==> config.mk <==
export PLATFORM = sky130hd
export DESIGN_NAME = vps_div
export DESIGN_NICKNAME = d
export VERILOG_FILES = /design/src/sv/vps_pkg.sv /design/src/sv/vps_div.sv
export SDC_FILE = /design/constraint.sdc
export NUM_CORES = 1
export LEC_CHECK = 0
export ABC_CLOCK_PERIOD_IN_PS = 3900
export BUFFER_PORTS_ARGS = -buffer_cell sky130_fd_sc_hd__buf_2
export CORE_MARGIN = 1
export CORE_UTILIZATION = 45
export DETAILED_ROUTE_END_ITERATION = 10
export GPL_TIMING_DRIVEN = 1
export PLACE_DENSITY_LB_ADDON = 0.05
export SLEW_MARGIN = 20
export SYNTH_ARGS = -nofsm -noshare
export SYNTH_HDL_FRONTEND = slang
export SYNTH_SLANG_ARGS = --single-unit
==> constraint.sdc <==
create_clock -name i_clk -period 3.9 [get_ports i_clk]
set_clock_uncertainty 0.05 [all_clocks]
set_input_delay 0.39 -clock i_clk [delete_from_list [all_inputs] [get_ports i_clk]]
set_output_delay 0.39 -clock i_clk [all_outputs]
set_load 0.005 [all_outputs]
==> src/sv/vps_pkg.sv <==
// ----------------------------------------------------------------------------
// vps_pkg
// Shared widths, codes and defaults for the voxel perspective splat block.
// ----------------------------------------------------------------------------
package vps_pkg;

    // signed Q4.16 vector component and packed three-component register
    localparam int VW    = 21;
    localparam int VEC_W = 3 * VW;
    localparam int TAN_W = 24;

    // iterative divider: |q| * 2^16 over the distance
    localparam int NUM_W = 63;
    localparam int DEN_W = 30;

    // iterative square root of the squared distance
    localparam int SQ_W   = 64;
    localparam int ROOT_W = SQ_W / 2;

    localparam int DEF_IMAGE_ROWS = 256;
    localparam int DEF_IMAGE_COLS = 256;
    localparam int DEF_GRID_SIZE  = 256;

    // input beat actions
    typedef enum logic [1:0] {
        ACT_SPLAT    = 2'd0,
        ACT_READ     = 2'd1,
        ACT_READ_CLR = 2'd2,
        ACT_NONE     = 2'd3
    } t_action;

    // configuration register indexes
    typedef enum logic [2:0] {
        REG_CAM  = 3'd0,
        REG_NRM  = 3'd1,
        REG_EH   = 3'd2,
        REG_EV   = 3'd3,
        REG_TAN  = 3'd4,
        REG_ORG  = 3'd5,
        REG_STEP = 3'd6
    } t_reg_index;

endpackage

==> src/sv/vps_div.sv <==
// ----------------------------------------------------------------------------
// vps_div
// Unsigned restoring divider, one quotient bit per cycle.
// ----------------------------------------------------------------------------
module vps_div (
    input  logic                          i_clk,
    input  logic                          i_rst_n,
    input  logic                          i_start,
    input  logic [vps_pkg::NUM_W-1:0]     i_num,
    input  logic [vps_pkg::DEN_W-1:0]     i_den,
    output logic                          o_done,
    output logic [vps_pkg::NUM_W-1:0]     o_quo
);

    localparam int CNT_W = $clog2(vps_pkg::NUM_W);

    logic [vps_pkg::NUM_W-1:0] r_quo;
    logic [vps_pkg::DEN_W-1:0] r_rem;
    logic [vps_pkg::DEN_W-1:0] r_den;
    logic [CNT_W-1:0]          r_cnt;
    logic                      r_busy;
    logic                      r_done;
    logic [vps_pkg::DEN_W:0]   w_sh;
    logic                      w_ge;
    logic [vps_pkg::DEN_W:0]   w_diff;

    assign w_sh   = {r_rem, r_quo[vps_pkg::NUM_W-1]};
    assign w_ge   = w_sh >= {1'b0, r_den};
    assign w_diff = w_sh - {1'b0, r_den};
    assign o_done = r_done;
    assign o_quo  = r_quo;

    always_ff @(posedge i_clk) begin
        if (!i_rst_n) begin
            r_busy <= 1'b0;
            r_done <= 1'b0;
        end else begin
            r_done <= 1'b0;
            if (i_start) begin
                r_quo  <= i_num;
                r_rem  <= '0;
                r_den  <= i_den;
                r_cnt  <= CNT_W'(vps_pkg::NUM_W - 1);
                r_busy <= 1'b1;
            end else if (r_busy) begin
                r_rem <= w_ge ? w_diff[vps_pkg::DEN_W-1:0] : w_sh[vps_pkg::DEN_W-1:0];
                r_quo <= {r_quo[vps_pkg::NUM_W-2:0], w_ge};
                r_cnt <= r_cnt - 1'b1;
                if (r_cnt == '0) begin
                    r_busy <= 1'b0;
                    r_done <= 1'b1;
                end
            end
        end
    end

endmodule
==> results of run 1 <==
[sequential cells by signal, indices dropped and copies added, names as in the netlist]
name / flops
r_cnt: 6
r_busy: 1
r_rem: 30
o_done: 1
r_den: 30
o_quo: 63
[metal layers]
layer / GRT usage (%) / vias to the layer above / wire length, um
met5: 0 / - / 13
met4: 4.75 / 2 / 145
met3: 10.2 / 11 / 1400
met2: 32.1 / 141 / 6890
met1: 23.5 / 2226 / 6320
li1: - / 2305 / -
[final cells by class]
cell class,count,area share (%)
Clock buffer,18,5.05
Clock inverter,13,1.62
Inverter,42,1.85
Multi-Input combinational cell,336,32.6
Sequential cell,131,46.0
Tap cell,184,2.71
Timing Repair Buffer,166,10.2
[cell usage in the layout, fill, tap and decap left out, types with 20 or more instances in the layout]
cell type	count
buf_2	158
edfxtp_1	129
mux2_2	62
inv_1	41
nor2_1	40
ha_1	33
mux2i_1	23
a21oi_1	21
a21o_1	20
xnor2_1	20
[worst max-delay path, stage by stage, from the launching register on]
cell      delay, ns
edfxtp_1       0.40
inv_1          0.11
ha_1           0.16
inv_1          0.05
fa_1           0.40
a21o_1         0.22
a221oi_2       0.32
a21oi_2        0.15
a221o_1        0.42
a221oi_4       0.33
o21a_1         0.21
a221o_1        0.16
xor2_1         0.15
o21ai_1        0.08
[kinds of logic after synthesis]
kind of cell | Yosys count
flip-flops | 131
AO/OA/AOI/OAI | 95
AND/OR/NAND/NOR | 94
multiplexers | 85
buffers and inverters | 56
adder cells (fa/ha/maj) | 34
XOR/XNOR | 28
[worst paths after layout]
kind	startpoint	endpoint	slack [ns]	depth (start not counted)
min reg2reg	r_busy$_SDFF_PN0_	o_done$_SDFF_PP0_	0.41	2
min	i_den[4]	r_den[4]$_DFFE_PP_	0.09	1
max	o_quo[62]$_DFFE_PP_	r_rem[28]$_SDFFCE_PP0P_	0.45	13
max reg2reg	o_quo[62]$_DFFE_PP_	r_rem[28]$_SDFFCE_PP0P_	0.45	13
[power breakdown]
group          internal, mW  switching, mW  leakage, nW
Combinational         0.385          0.423         2.10
Sequential             1.69         0.0530         1.24
Clock                 0.935          0.608        0.265
==> metrics.md, run 1 <==
| Metric | Value |
|---|---|
| Status | finished clean |
| Clk slew on worst S/H paths | ~0.060 ns |
| Sink Count | between 100 and 150 |
| Clk buf depth | 2 |
| Drt first pass iters | 4 |
| Crit path capture type | register |
| Die area | between 0.015 and 0.02 mm2 |
| Placed insts | around 860 |
| Placed instance area | between 0.007 and 0.008 mm2 |
| Sequential element share of the synthesized area | a little under three fifths |
| Fillcell total | between 1,000 and 1,500 |
| Num CTS Buffers | 17 |
| Slew headroom | between 50% and 60% |
| Synth async-reset ratio | 0% |
| CP Class | reg2reg |
| CP required | ~4 ns |
| Layout area overhead | 23.2% |
| Yosys reg bits | 131 |
| Final instance area | around 0.0085 mm2 |
| Die height | about 130 um |
| RSZ-0062 raised after global routing | no |
| DR vias/cell | about 5.3 |
| Largest family of logic cells by synthesized area | multiplexers |
| Postcts setup bufs | 0 |
| Yosys top cell by area | edfxtp_1 |
| Final min period | ~3.4 ns |
| Yosys top cell area share | a little under three fifths |
| Dominant synthesized flop cell | edfxtp_1 |
| Syn nets | around 650 |
| Final setup fails | 0 |
| Final Max Slew Viols | 0 |
| Avg Synthesized Cell Area | approximately 13 um2 |
| Minimum hold slack | about 0.094 ns |
| Core area | around 0.015 mm2 |
| Final period util | between 80 and 90% |
| Worst-Margin Slew | about 0.67 ns |
| Final GP Congestion | 0.827 |
| Crit Path Max Fanout | 4 |
| Power per cell area | between 400 and 500 mW/mm2 |
| Max Cap Violations | 0 |
| Initial DRC count | about 290 |
| Layout cells sized above 1 | around two fifths |
| Worst VDD drop | between 300 and 400 uV |
| Total Neg Setup Slack | 0 ns |
| Post-route ant nets | 0 |
| H-tree Lvls | 4 |
| Synth Area in Simple Gates | 6.66% |
| CTS root buf | clkbuf_16 |
| CTS tree | done |
| Row Count | 44 |
| Post-Syn Instances | roughly 520 |
| Wire per inst | between 15 and 20 um |
| Multi-input logic area | roughly 0.0028 mm2 |
| Syn Std Cell Area | 0.00690 mm2 |
| Initial Utilization | 46.8% |
| Global-route wire length before repair | about 24 mm |
| # diodes | 0 |
| Width of the die | ~130 um |
| GRT Residual Overflow | 0 |
| FF/Latch Area | just under 0.004 mm2 |
| Post-CTS Resized | 0 |
| All-Layer GR Usage | a little under 20% |
| Synth area leaders | edfxtp_1, mux2_2, ha_1 |
| Power Total | between 4 and 5 mW |
| Post-route non-filler standard cell count | ~900 |
| Hold Path Class | in2reg |
| Top-count cell post-synth | edfxtp_1 |
| Vias | around 4,700 |
| Hold Buf Count CTS | 0 |
| Data arrival time of the worst path | ~3.6 ns |
| Largest net degree at the start of global routing | 58 |
| Post-synth EDFFs | approximately 130 |
| Post-synth top cells | edfxtp_1, mux2_2, inv_1 |
| Final hold violation count | 0 |
| Mux cell area share after synthesis | 13.5% |
| Leak | between 3 and 4 nW |
| Post-Synth Adder-Cell Area | between 6 and 7% |
| Fmax | 0.290 GHz |
| Util after Layout | 57.6% |
| Io pins | 160 |
| Nets | 824 |
| DRC Markers | 0 |
| Final WL | between 10 and 15 mm |
| Final Worst Setup Slack | roughly 0.45 ns |
| Worst-Skew Late Latency | 0.42 ns |
| Vias in the first global route | between 4,000 and 5,000 |
| Dpl ws | slightly below 0.5 ns |
| Area fraction in compound gates after synthesis | 10.1% |
| Startpoint types | register |
| Post-DP HPWL | ~10 mm |
| Post-synth cell types | 53 |
| Xor-xnor portion of the synthesized cell area | 3.55% |
| Port buffer count | between 150 and 200 |
| Initial antenna violation count | 1 |
| Syn. warnings | 0 |
Power figures use the tool's default switching activity.
==> run 2: changes to the inputs <==
Settings changed: ABC_CLOCK_PERIOD_IN_PS 3900 to 4450.
Clock period 3.9 ns to 4.45 ns, I/O delays scaled along.
==> run 2 against run 1 <==
  * Clock power down 7%
  * Flip-flop and latch count unchanged
  * Routed wire length grew 0.10%
  * Cell count did not move
  * First-iteration DRC count up 1.4%
  * Combinational power down 13%
  * Die area unchanged
  * Total power shrank 11%
  * Worst hold slack improved by 0.052 ns
  * Fmax shrank 2.3%
  * Sequential share of layout area decreased by 0.074 points
  * Via count about the same
  * Critical endpoint unchanged
  * Largest power group unchanged
  * Highest routed layer unchanged
==> metrics.md, run 2 (synthesized netlist as in run 1, its figures left out) <==
| Metric | Value |
|---|---|
| Clk buf depth | 2 |
| Post-CTS Resized | 0 |
| Hold Path Class | in2reg |
| RSZ-0062 raised after global routing | no |
| Global-route wire length before repair | approximately 24 mm |
| Worst-Skew Late Latency | 0.42 ns |
| Die area | between 0.015 and 0.02 mm2 |
| Total Neg Setup Slack | 0 ns |
| Final hold violation count | 0 |
| Row Count | between 40 and 50 |
| Power per cell area | between 400 and 500 mW/mm2 |
| Crit Path Max Fanout | 4 |
| GRT Residual Overflow | 0 |
| CP required | roughly 4.6 ns |
| Sink Count | ~130 |
| FF/Latch Area | 0.00391 mm2 |
| CTS root buf | clkbuf_16 |
| Worst path slowest cell | a221o_1 |
| Port buffer count | 159 |
| Worst VDD drop | 299 uV |
| Core area | 0.0148 mm2 |
| Startpoint types | register |
| Vias in the first global route | between 4,000 and 5,000 |
| DRC Markers | 0 |
| Initial Utilization | a little under half |
| Crit path capture type | register |
| CP Class | reg2reg |
| Clk slew on worst S/H paths | 0.06 ns |
| CP bufs+invs | 2 |
| Final min period | about 3.5 ns |
| Num CTS Buffers | 17 |
| CTS tree | done |
| Initial antenna violation count | 4 |
| Largest register FFs | 63 |
| All-Layer GR Usage | 19.7% |
| H-tree Lvls | 4 |
| Util after Layout | just under 60% |
| Crit path depth | 13 |
| Critical Path Start | o_quo[62]$_DFFE_PP_ |
| Fmax | 0.284 GHz |
| Wire per inst | about 17 um |
| Slew headroom | a little over two fifths |
| R2R depth | 13 |
| Post-route non-filler standard cell count | 890 |
| Final GP Congestion | 0.868 |
| Fillcell total | ~1,200 |
| Io pins | 160 |
| Reg2reg start | o_quo[62]$_DFFE_PP_ |
| Largest net degree at the start of global routing | just over 70 |
| DR vias/cell | about 5.3 |
| Hold_sp | i_den[5] |
| Drt first pass iters | 4 |
| Worst Hold Depth | 1 |
| Commonest non-fill, non-tap cell in the layout | buf_2 |
| Postcts setup bufs | 0 |
| Layout cells sized above 1 | about two fifths |
| Worst-Margin Slew | between 0.8 and 0.9 ns |
| Status | finished clean |
| Most frequent cells in the layout | buf_2, edfxtp_1, mux2_2 |
| Final Max Slew Viols | 0 |
| CP delay by family, top | compound AO/OA/AOI/OAI gates |
| Post-route ant nets | 0 |
| CP peak stage delay | ~0.43 ns |
| Initial DRC count | 291 |
| Leak | ~3.6 nW |
| Data arrival time of the worst path | around 3.7 ns |
| Vias | around 4,700 |
| Hold Buf Count CTS | 0 |
| Placed insts | ~860 |
| Final WL | 14.8 mm |
| Post-DP HPWL | 10.6 mm |
| Worst path cell trace | inv_1, ha_1, inv_1, fa_1, a21o_1, a221oi_2, a21oi_2, a221o_1, a221oi_4, o21a_1, a221o_1, xor2_1, o21ai_1 |
| Power Total | between 3 and 4 mW |
| Die height | 126 um |
| Max Cap Violations | 0 |
| Layout area overhead | 23.4% |
| Final period util | roughly 79% |
| Nets | 822 |
| Multi-input logic area | roughly 0.0028 mm2 |
| Width of the die | roughly 130 um |
| Final setup fails | 0 |
## run 2: cell types whose count changed in the layout (fill, tap and decap cells not counted)
cell	previous run	this run
buf_12	1	0
buf_4	7	6
bufinv_16	2	3
clkbuf_1	1	2
clkinv_1	3	0
clkinv_4	4	2
clkinvlp_4	3	4
diode_2	0	1
inv_6	1	4
## run 2: worst register-to-register path, stage by stage (launching register included)
cell      delay (ns)
edfxtp_1        0.40
inv_1           0.11
ha_1            0.15
inv_1           0.05
fa_1            0.39
a21o_1          0.22
a221oi_2        0.34
a21oi_2         0.15
a221o_1         0.43
a221oi_4        0.36
o21a_1          0.21
a221o_1         0.17
xor2_1          0.16
o21ai_1         0.07
## run 2: routing by layer
metal  global-route usage [%]  wire length [um]
met1                     23.6              6340
met2                     30.7              6680
met3                     9.64              1440
met4                     7.30               298
met5                        0                32
## run 2: path summary, 6_finish.rpt
path	to	slack [ns]
setup / recovery	r_rem[28]$_SDFFCE_PP0P_	0.92
setup reg to reg	r_rem[28]$_SDFFCE_PP0P_	0.92
hold reg to reg	o_done$_SDFF_PP0_	0.44
hold / removal	r_den[5]$_DFFE_PP_	0.15
## run 2: area by class of cell
cell class	instances	area share, %
Timing Repair Buffer	164	9.82
Clock inverter	13	2.03
Clock buffer	19	5.09
Sequential cell	131	46.0
Multi-Input combinational cell	336	32.5
Antenna cell	1	0.0294
Tap cell	184	2.70
Inverter	42	1.85
## run 2: where the power goes
group          switching (mW)  total (mW)  internal (mW)
clock                   0.544        1.43          0.889
combinational           0.370       0.702          0.332
sequential             0.0456        1.53           1.48
## run 2: metrics by stage
| stage | hold WS, ns | worst slack [ns] | area (um2) |
|---|---|---|---|
| after floorplan | 0.371 | 0.918 | 6900 |
| after global placement | 0.418 | 0.963 | 7910 |
| after detailed placement | 0.423 | 0.918 | 7910 |
| after CTS | 0.128 | 0.911 | 8510 |
| after global routing | 0.127 | 0.688 | 8510 |
| final | 0.147 | 0.925 | 8510 |
