$ cat src/sv/vps_pkg.sv
// ----------------------------------------------------------------------------
// vps_pkg
// Shared widths, codes and defaults for the voxel perspective splat block.
// ----------------------------------------------------------------------------
package vps_pkg;

    // signed Q4.16 vector component and packed three-component register
    localparam int VW    = 21;
    localparam int VEC_W = 3 * VW;
    localparam int TAN_W = 24;

    // iterative divider: |q| * 2^16 over the distance
    localparam int NUM_W = 63;
    localparam int DEN_W = 30;

    // iterative square root of the squared distance
    localparam int SQ_W   = 64;
    localparam int ROOT_W = SQ_W / 2;

    localparam int DEF_IMAGE_ROWS = 256;
    localparam int DEF_IMAGE_COLS = 256;
    localparam int DEF_GRID_SIZE  = 256;

    // input beat actions
    typedef enum logic [1:0] {
        ACT_SPLAT    = 2'd0,
        ACT_READ     = 2'd1,
        ACT_READ_CLR = 2'd2,
        ACT_NONE     = 2'd3
    } t_action;

    // configuration register indexes
    typedef enum logic [2:0] {
        REG_CAM  = 3'd0,
        REG_NRM  = 3'd1,
        REG_EH   = 3'd2,
        REG_EV   = 3'd3,
        REG_TAN  = 3'd4,
        REG_ORG  = 3'd5,
        REG_STEP = 3'd6
    } t_reg_index;

endpackage

$ cat src/sv/vps_sqrt.sv
// ----------------------------------------------------------------------------
// vps_sqrt
// Bit-pair integer square root, one result bit per cycle.
// ----------------------------------------------------------------------------
module vps_sqrt (
    input  logic                          i_clk,
    input  logic                          i_rst_n,
    input  logic                          i_start,
    input  logic [vps_pkg::SQ_W-1:0]      i_x,
    output logic                          o_done,
    output logic [vps_pkg::ROOT_W-1:0]    o_root
);

    logic [vps_pkg::SQ_W-1:0] r_x;
    logic [vps_pkg::SQ_W-1:0] r_r;
    logic [vps_pkg::SQ_W-1:0] r_b;
    logic                     r_busy;
    logic                     r_done;
    logic [vps_pkg::SQ_W-1:0] w_t;

    assign w_t    = r_r + r_b;
    assign o_done = r_done;
    assign o_root = r_r[vps_pkg::ROOT_W-1:0];

    always_ff @(posedge i_clk) begin
        if (!i_rst_n) begin
            r_busy <= 1'b0;
            r_done <= 1'b0;
        end else begin
            r_done <= 1'b0;
            if (i_start) begin
                r_x    <= i_x;
                r_r    <= '0;
                r_b    <= {2'b01, {(vps_pkg::SQ_W-2){1'b0}}};
                r_busy <= 1'b1;
            end else if (r_busy) begin
                if (r_x >= w_t) begin
                    r_x <= r_x - w_t;
                    r_r <= (r_r >> 1) + r_b;
                end else begin
                    r_r <= r_r >> 1;
                end
                r_b <= r_b >> 2;
                if (r_b[0]) begin
                    r_busy <= 1'b0;
                    r_done <= 1'b1;
                end
            end
        end
    end

endmodule

$ cat config.mk
export PLATFORM = sky130hd
export DESIGN_NAME = vps_sqrt
export DESIGN_NICKNAME = d
export VERILOG_FILES = /design/src/sv/vps_pkg.sv /design/src/sv/vps_sqrt.sv
export SDC_FILE = /design/constraint.sdc
export NUM_CORES = 1
export LEC_CHECK = 0
export ABC_AREA = 0
export CAP_MARGIN = 5
export CORE_AREA = 2 2 168 170
export CTS_CLUSTER_DIAMETER = 50
export CTS_CLUSTER_SIZE = 24
export DETAILED_ROUTE_END_ITERATION = 10
export DIE_AREA = 0 0 170 172
export DONT_BUFFER_PORTS = 1
export PLACE_DENSITY = 0.86
export SETUP_SLACK_MARGIN = 0.2
export SYNTH_ARGS = -nofsm -noshare
export SYNTH_HDL_FRONTEND = slang
export SYNTH_SLANG_ARGS = --single-unit
$ cat constraint.sdc
create_clock -name i_clk -period 13.2 [get_ports i_clk]
set_input_delay 0.66 -clock i_clk [delete_from_list [all_inputs] [get_ports i_clk]]
set_output_delay 0.66 -clock i_clk [all_outputs]
set_load 0.02 [all_outputs]
==> results of run 1 <==
[how the worst max path moves through the flow]
| stage | slack [ns] | startpoint | cells past startpoint | to |
|---|---|---|---|---|
| after floorplan | 3.34 | r_r[22] | 20 | r_x[0] |
| after global placement | 6.60 | r_r[2] | 22 | r_x[14] |
| after detailed placement | 6.44 | r_r[2] | 22 | r_r[4] |
| after CTS | 6.38 | r_r[2] | 22 | r_r[4] |
| after global routing | 5.86 | r_r[2] | 22 | r_x[21] |
| final | 6.23 | r_r[2] | 22 | r_x[1] |
[kinds of logic after synthesis]
logic type | count (synthesis)
fa+ha+maj | 131
flops | 162
compound gates | 617
buf+inv | 155
mux | 5
simple gates | 658
xor+xnor | 159
[area by class of cell]
class                           count  area [µm²]
Fill cell                        2381       11080
Multi-Input combinational cell   1570       10390
Sequential cell                   162        4845
Tap cell                          346       432.9
Clock buffer                       18       429.2
Inverter                           40       150.1
Clock inverter                     13       102.6
Timing Repair Buffer                7       52.55
[power breakdown]
part           internal (mW)  switching (mW)  total (mW)
Sequential             0.651          0.0770       0.728
Combinational          0.394           0.627        1.02
Clock                  0.243           0.234       0.478
Total                   1.29           0.938        2.23
[cells in the mapped netlist (14+ instances only)]
| library cell | count |
|---|---|
| and2_1 | 17 |
| xnor2_1 | 69 |
| a21oi_1 | 118 |
| a211oi_1 | 22 |
| nand3_1 | 39 |
| or3_1 | 18 |
| nand2b_1 | 15 |
| edfxtp_1 | 160 |
| nand4_1 | 48 |
| nor2b_1 | 49 |
| nor2_1 | 168 |
| inv_1 | 39 |
| a211oi_2 | 19 |
| ha_1 | 130 |
| nor3_1 | 42 |
| xor2_1 | 90 |
| o21bai_1 | 48 |
| buf_4 | 34 |
| a21o_1 | 45 |
| nand2_1 | 206 |
| and3_1 | 14 |
| a31oi_1 | 59 |
| o21a_1 | 24 |
| clkbuf_1 | 69 |
| o21ai_0 | 156 |
[layer usage]
metal / GRT usage [%] / part of all wire, %
met3: 6.020 / 7.5
met5: 0 / 0
met1: 36.09 / 40
met4: 13.15 / 4.2
met2: 52.85 / 49
[sequential cells by signal (all words and copies together) (netlist names)]
| signal | flops |
|---|---|
| r_r | 64 |
| r_x | 64 |
| r_b | 32 |
| o_done | 1 |
| r_busy | 1 |
[stage by stage]
step | hold slack (ns) | instance area [µm²]
after detailed placement | 0.4965 | 15870
final | 0.3479 | 16400
after global placement | 0.4946 | 15870
after floorplan | 0.4541 | 15960
after global routing | 0.3277 | 16400
after CTS | 0.3273 | 16400
[worst max-delay path: stages, from the launching register on]
cell	delay (ns)
edfxtp_1	0.57
ha_1	0.45
a31o_2	0.19
a31oi_1	0.17
nor4b_1	0.50
o21ai_0	0.22
a21oi_1	0.28
o211ai_1	0.19
o31ai_1	0.45
a21boi_0	0.19
xor2_1	0.20
ha_1	0.41
a21oi_1	0.32
o21bai_1	0.12
a21oi_1	0.17
o21ai_0	0.12
a221o_1	0.37
a221o_1	0.34
buf_4	0.23
nor2_2	0.19
buf_4	0.32
a21boi_4	0.08
buf_4	0.37
==> impl_metrics.env, run 1 <==
export IMPL_core_mm2=0.02748
export IMPL_tritoncts="yes"
export IMPL_htree_num_levels=4
export IMPL_fp_row_count=61
export IMPL_cp_data_arrival_time_ns=7.04
export IMPL_drv_slew=0
export IMPL_clock_latency_ns=0.44
export IMPL_synth_ff_type="edfxtp_1"
export IMPL_ys_seq_area_share_pct=30.35
export IMPL_ys_warn_count=0
export IMPL_outcome="complete, no violations"
export IMPL_syn_area_mm2=0.01596
export IMPL_layout_common_cells="206 x nand2_1, 168 x nor2_1, 160 x edfxtp_1, 156 x o21ai_0, 130 x ha_1"
export IMPL_required_ns=13.27
export IMPL_setup_viol=0
export IMPL_final_cells=2156
export IMPL_synth_top_family_by_area="compound AO/OA/AOI/OAI gates"
export IMPL_syn_avg_cell_area_um2=8.459
export IMPL_endpoint_kind="register"
export IMPL_layout_setup_ws_ns=6.228
export IMPL_top_level_ports=100
export IMPL_clock_sink_count=162
export IMPL_peakVddDrop_mv=0.08185
export IMPL_grt_pass1_vias=13740
export IMPL_async_flop_share_pct=0
export IMPL_synth_xor_xnor_area_share_pct=8.725
export IMPL_final_util_pct=59.69
export IMPL_path_clk_slew_ns=0.07
export IMPL_syn_inst=1887
export IMPL_grt_pass1_wl_mm=70.02
export IMPL_start_util_pct=58.09
export IMPL_cts_root_buf="clkbuf_16"
export IMPL_final_common_cell="nand2_1"
export IMPL_synthAdderAreaFrac_pct=10.32
export IMPL_grt_max_degree=214
export IMPL_skew_ns=0.01340
export IMPL_ys_types=82
export IMPL_dieHeight_um=172
export IMPL_cts_buffers_inserted=17
export IMPL_post_cts_buffers=0
export IMPL_syn_nets=2085
export IMPL_maxSlewHeadroom_pct=30.57
export IMPL_die_area_mm2=0.02924
export IMPL_grt_antenna_before_repair=1
export IMPL_cts_hold_buf=0
export IMPL_syn2layout_area_growth_pct=2.744
export IMPL_fin_crit_sh_pct=52.82
export IMPL_r2r_end="r_x[1]"
export IMPL_setup_worst_path_class="reg2reg"
export IMPL_fin_tns_setup_ns=0
export IMPL_worst_path_max_fanout=64
export IMPL_tightest_slew_ns=1.041
export IMPL_synth_area_leaders="edfxtp_1 30%, ha_1 10%, xor2_1 4.9%"
export IMPL_min_from="i_start"
export IMPL_clock_path_buffers=2
export IMPL_finalHoldViolations=0
export IMPL_regToRegSetupSlack_ns=6.23
export IMPL_synth_compound_area_share_pct=25.97
export IMPL_netlist_area_leader_share_pct=30.10
export IMPL_synth_mux_area_fraction_pct=0.3449
export IMPL_nets=1996
export IMPL_powerDensity_mw_per_mm2=135.8
export IMPL_power_leakage_nw=6.050
export IMPL_drive_gt1_share_pct=4.917
export IMPL_max_cap_violations=0
export IMPL_reg2reg_depth=22
export IMPL_ys_ff_latch=162
export IMPL_diodes=0
export IMPL_grt_ovfl_total=0
export IMPL_firstDrtPassIters=6
export IMPL_min_path_cells=0
export IMPL_rsz0062_at_grt="no"
export IMPL_power_mw=2.227
export IMPL_vias=14455
export IMPL_route_detailed_wl_per_inst_um=20.73
export IMPL_r2r_start="r_r[2]"
export IMPL_cts_resized=0
export IMPL_post_route_min_period_ns=6.972
export IMPL_place_congestion=0.9821
export IMPL_yosys_area_share_simple_pct=19.60
export IMPL_drc=0
export IMPL_drt_vias_per_instance=6.705
export IMPL_chipWidth_um=170
export IMPL_placedCellCount=2125
export IMPL_dpl_hpwl_mm=33.23
export IMPL_ant_nets=0
export IMPL_hold_end="r_b[62]"
export IMPL_yosysTopAreaCell="edfxtp_1"
export IMPL_dr_first_iter_drc_count=1372
export IMPL_startpoint_type="register"
export IMPL_fmax_mhz=143.4
export IMPL_port_buffer_count=0
export IMPL_grt_use_total_pct=30.16
export IMPL_synth_edf_count=160
export IMPL_pre_cts_slack_ns=6.437
export IMPL_min_path_type="in2reg"
export IMPL_wl_mm=44.70
Power figures use the tool's default switching activity.
==> run 2, diff against run 1 <==
==> constraint.sdc (replaced) <==
create_clock -name i_clk -period 6.6 [get_ports i_clk]
set_input_delay 0.33 -clock i_clk [delete_from_list [all_inputs] [get_ports i_clk]]
set_output_delay 0.33 -clock i_clk [all_outputs]
set_load 0.02 [all_outputs]
==> run 2 against run 1 <==
Against the previous run: non-clock buffer count increased by 25; register-to-register slack got worse by 5.8 ns; power grew 100%; combinational power is 110% higher; final cell count up 1.2%; highest routed layer is now met5.
==> impl_metrics.env, run 2 (synthesized netlist as in run 1, its figures left out) <==
export IMPL_dpl_hpwl_mm=33.47
export IMPL_cp_common_cell="ha_2"
export IMPL_skew_ns=0.01689
export IMPL_nFillCells=2387
export IMPL_top_level_ports=100
export IMPL_grt_antenna_before_repair=1
export IMPL_setup_viol=0
export IMPL_final_common_cell="nand2_1"
export IMPL_cp_buffers_inverters=2
export IMPL_wl_mm=45.04
export IMPL_fmax_mhz=162.4
export IMPL_cpMaxStageDelayCell="edfxtp_1"
export IMPL_p_sw_share_pct=42.23
export IMPL_ant_nets=0
export IMPL_fin_crit_sh_pct=93.29
export IMPL_core_mm2=0.02748
export IMPL_route_detailed_wl_per_inst_um=20.64
export IMPL_reg_top3="r_r (64), r_x (64), r_b (32)"
export IMPL_chipWidth_um=170
export IMPL_max_cap_violations=0
export IMPL_cp_data_arrival_time_ns=6.44
export IMPL_drive_gt1_share_pct=7.462
export IMPL_powerDensity_mw_per_mm2=270.2
export IMPL_cpPeakStageDelay_ns=0.50
export IMPL_diodes=0
export IMPL_worst_path_max_fanout=27
export IMPL_clock_sink_count=162
export IMPL_grt_max_degree=214
export IMPL_final_cells=2182
export IMPL_rsz0062_at_grt="no"
export IMPL_drt_vias_per_instance=6.687
export IMPL_post_cts_buffers=0
export IMPL_startpoint_type="register"
export IMPL_p_int_mw=2.613
export IMPL_start_util_pct=58.09
export IMPL_dr_first_iter_drc_count=1575
export IMPL_cp_cell_sequence="ha_2 > ha_2 > a211oi_4 > o31ai_2 > nor4b_1 > or3_4 > o31a_1 > o2111ai_2 > a21oi_2 > o211a_1 > a311oi_1 > ha_2 > inv_1 > o21bai_1 > a21oi_1 > o21ai_0 > a221o_1 > a221o_2 > or2_2 > buf_4 > o2111a_1 > a211oi_1"
export IMPL_die_area_mm2=0.02924
export IMPL_final_util_pct=60.91
export IMPL_placedCellCount=2149
export IMPL_grt_pass1_wl_mm=71.04
export IMPL_seqPwrFrac_pct=31.3
export IMPL_path_clk_slew_ns=0.07
export IMPL_layout_setup_ws_ns=0.4427
export IMPL_firstDrtPassIters=6
export IMPL_cp_top_family="compound AO/OA/AOI/OAI gates"
export IMPL_required_ns=6.88
export IMPL_port_buffer_count=0
export IMPL_drv_slew=0
export IMPL_p_clk_share_pct=21.6
export IMPL_setup_worst_path_class="reg2reg"
export IMPL_tightest_slew_ns=0.9104
export IMPL_layout_common_cells="203 x nand2_1, 166 x nor2_1, 160 x edfxtp_1, 154 x o21ai_0, 124 x ha_1"
export IMPL_cts_buffers_inserted=17
export IMPL_grt_use_total_pct=30.67
export IMPL_fp_row_count=61
export IMPL_power_mw=4.522
export IMPL_nets=2021
export IMPL_outcome="complete, no violations"
export IMPL_vias=14590
export IMPL_tritoncts="yes"
export IMPL_pre_cts_slack_ns=0.4310
export IMPL_clock_path_buffers=2
export IMPL_place_congestion=0.9352
export IMPL_power_leakage_nw=6.200
export IMPL_endpoint_kind="register"
export IMPL_grt_pass1_vias=13926
export IMPL_dieHeight_um=172
export IMPL_min_path_type="in2reg"
export IMPL_peakVddDrop_mv=0.1773
export IMPL_finalHoldViolations=0
export IMPL_htree_num_levels=4
export IMPL_fin_tns_setup_ns=0
export IMPL_clock_latency_ns=0.46
export IMPL_maxSlewHeadroom_pct=38.90
export IMPL_drc=0
export IMPL_syn2layout_area_growth_pct=4.844
export IMPL_power_frac_comb_pct=47.1
export IMPL_grt_ovfl_total=0
export IMPL_cts_root_buf="clkbuf_16"
export IMPL_post_route_min_period_ns=6.157
export IMPL_p_switching_mw=1.910
[run 2: layout make-up]
| type | instances | area [µm²] | share of cell area [%] |
|---|---|---|---|
| timing repair buffer | 32 | 246.5 | 1.473 |
| clock inverter | 15 | 126.4 | 0.7551 |
| tap | 346 | 432.9 | 2.587 |
| clock buffer | 17 | 425.4 | 2.542 |
| inverter | 40 | 150.1 | 0.8972 |
| sequential | 162 | 4845 | 28.95 |
| multi-input combinational | 1570 | 10510 | 62.80 |
[run 2: timing repair]
item,4_1_cts,5_1_grt
gates resized for setup,0,6
setup endpoints to repair,0,92
endpoints found under the hold margin,1,0
hold buffers,1,0
[run 2: per-stage QoR]
stage | cell area [µm²] | hold WS (ns)
floorplan | 16090 | 0.4289
global placement | 16150 | 0.4495
detailed placement | 16150 | 0.4434
CTS | 16710 | 0.02633
global route | 16730 | 0.02763
finish | 16730 | 0.03192
[run 2: worst paths after layout]
kind / start / end / slack [ns] / cells after the start
max: r_r[0] / r_r[60] / 0.44 / 22
min: i_rst_n / o_done / 0.03 / 1
max reg2reg: r_r[0] / r_r[60] / 0.44 / 22
min reg2reg: r_busy / o_done / 0.50 / 1
[run 2: worst register-to-register path, cell delays in order (launching register included)]
cell       delay (ns)
edfxtp_1         0.50
ha_2             0.25
ha_2             0.20
a211oi_4         0.28
o31ai_2          0.13
nor4b_1          0.17
or3_4            0.42
o31a_1           0.38
o2111ai_2        0.28
a21oi_2          0.13
o211a_1          0.24
a311oi_1         0.30
ha_2             0.38
inv_1            0.13
o21bai_1         0.09
a21oi_1          0.18
o21ai_0          0.13
a221o_1          0.38
a221o_2          0.47
or2_2            0.33
buf_4            0.25
o2111a_1         0.18
a211oi_1         0.18
[run 2: metal layers]
metal | global-route usage (%) | up-vias | wire (µm)
li1 | - | 6903 | -
met1 | 35.85 | 6829 | 17450
met2 | 54.78 | 711 | 21900
met3 | 5.837 | 145 | 3693
met4 | 13.82 | 2 | 1991
met5 | 0 | - | 15
[run 2: power by group through the flow]
| stage | registers (mW) | logic [mW] | clock network (mW) |
|---|---|---|---|
| final | 1.41 | 2.13 | 0.978 |
| after CTS | 1.41 | 2.09 | 0.979 |
| after global placement | 1.43 | 2.02 | 0 |
| after detailed placement | 1.43 | 2.07 | 0 |
| after floorplan | 1.40 | 1.69 | 0 |
| after global routing | 1.42 | 2.35 | 1.01 |
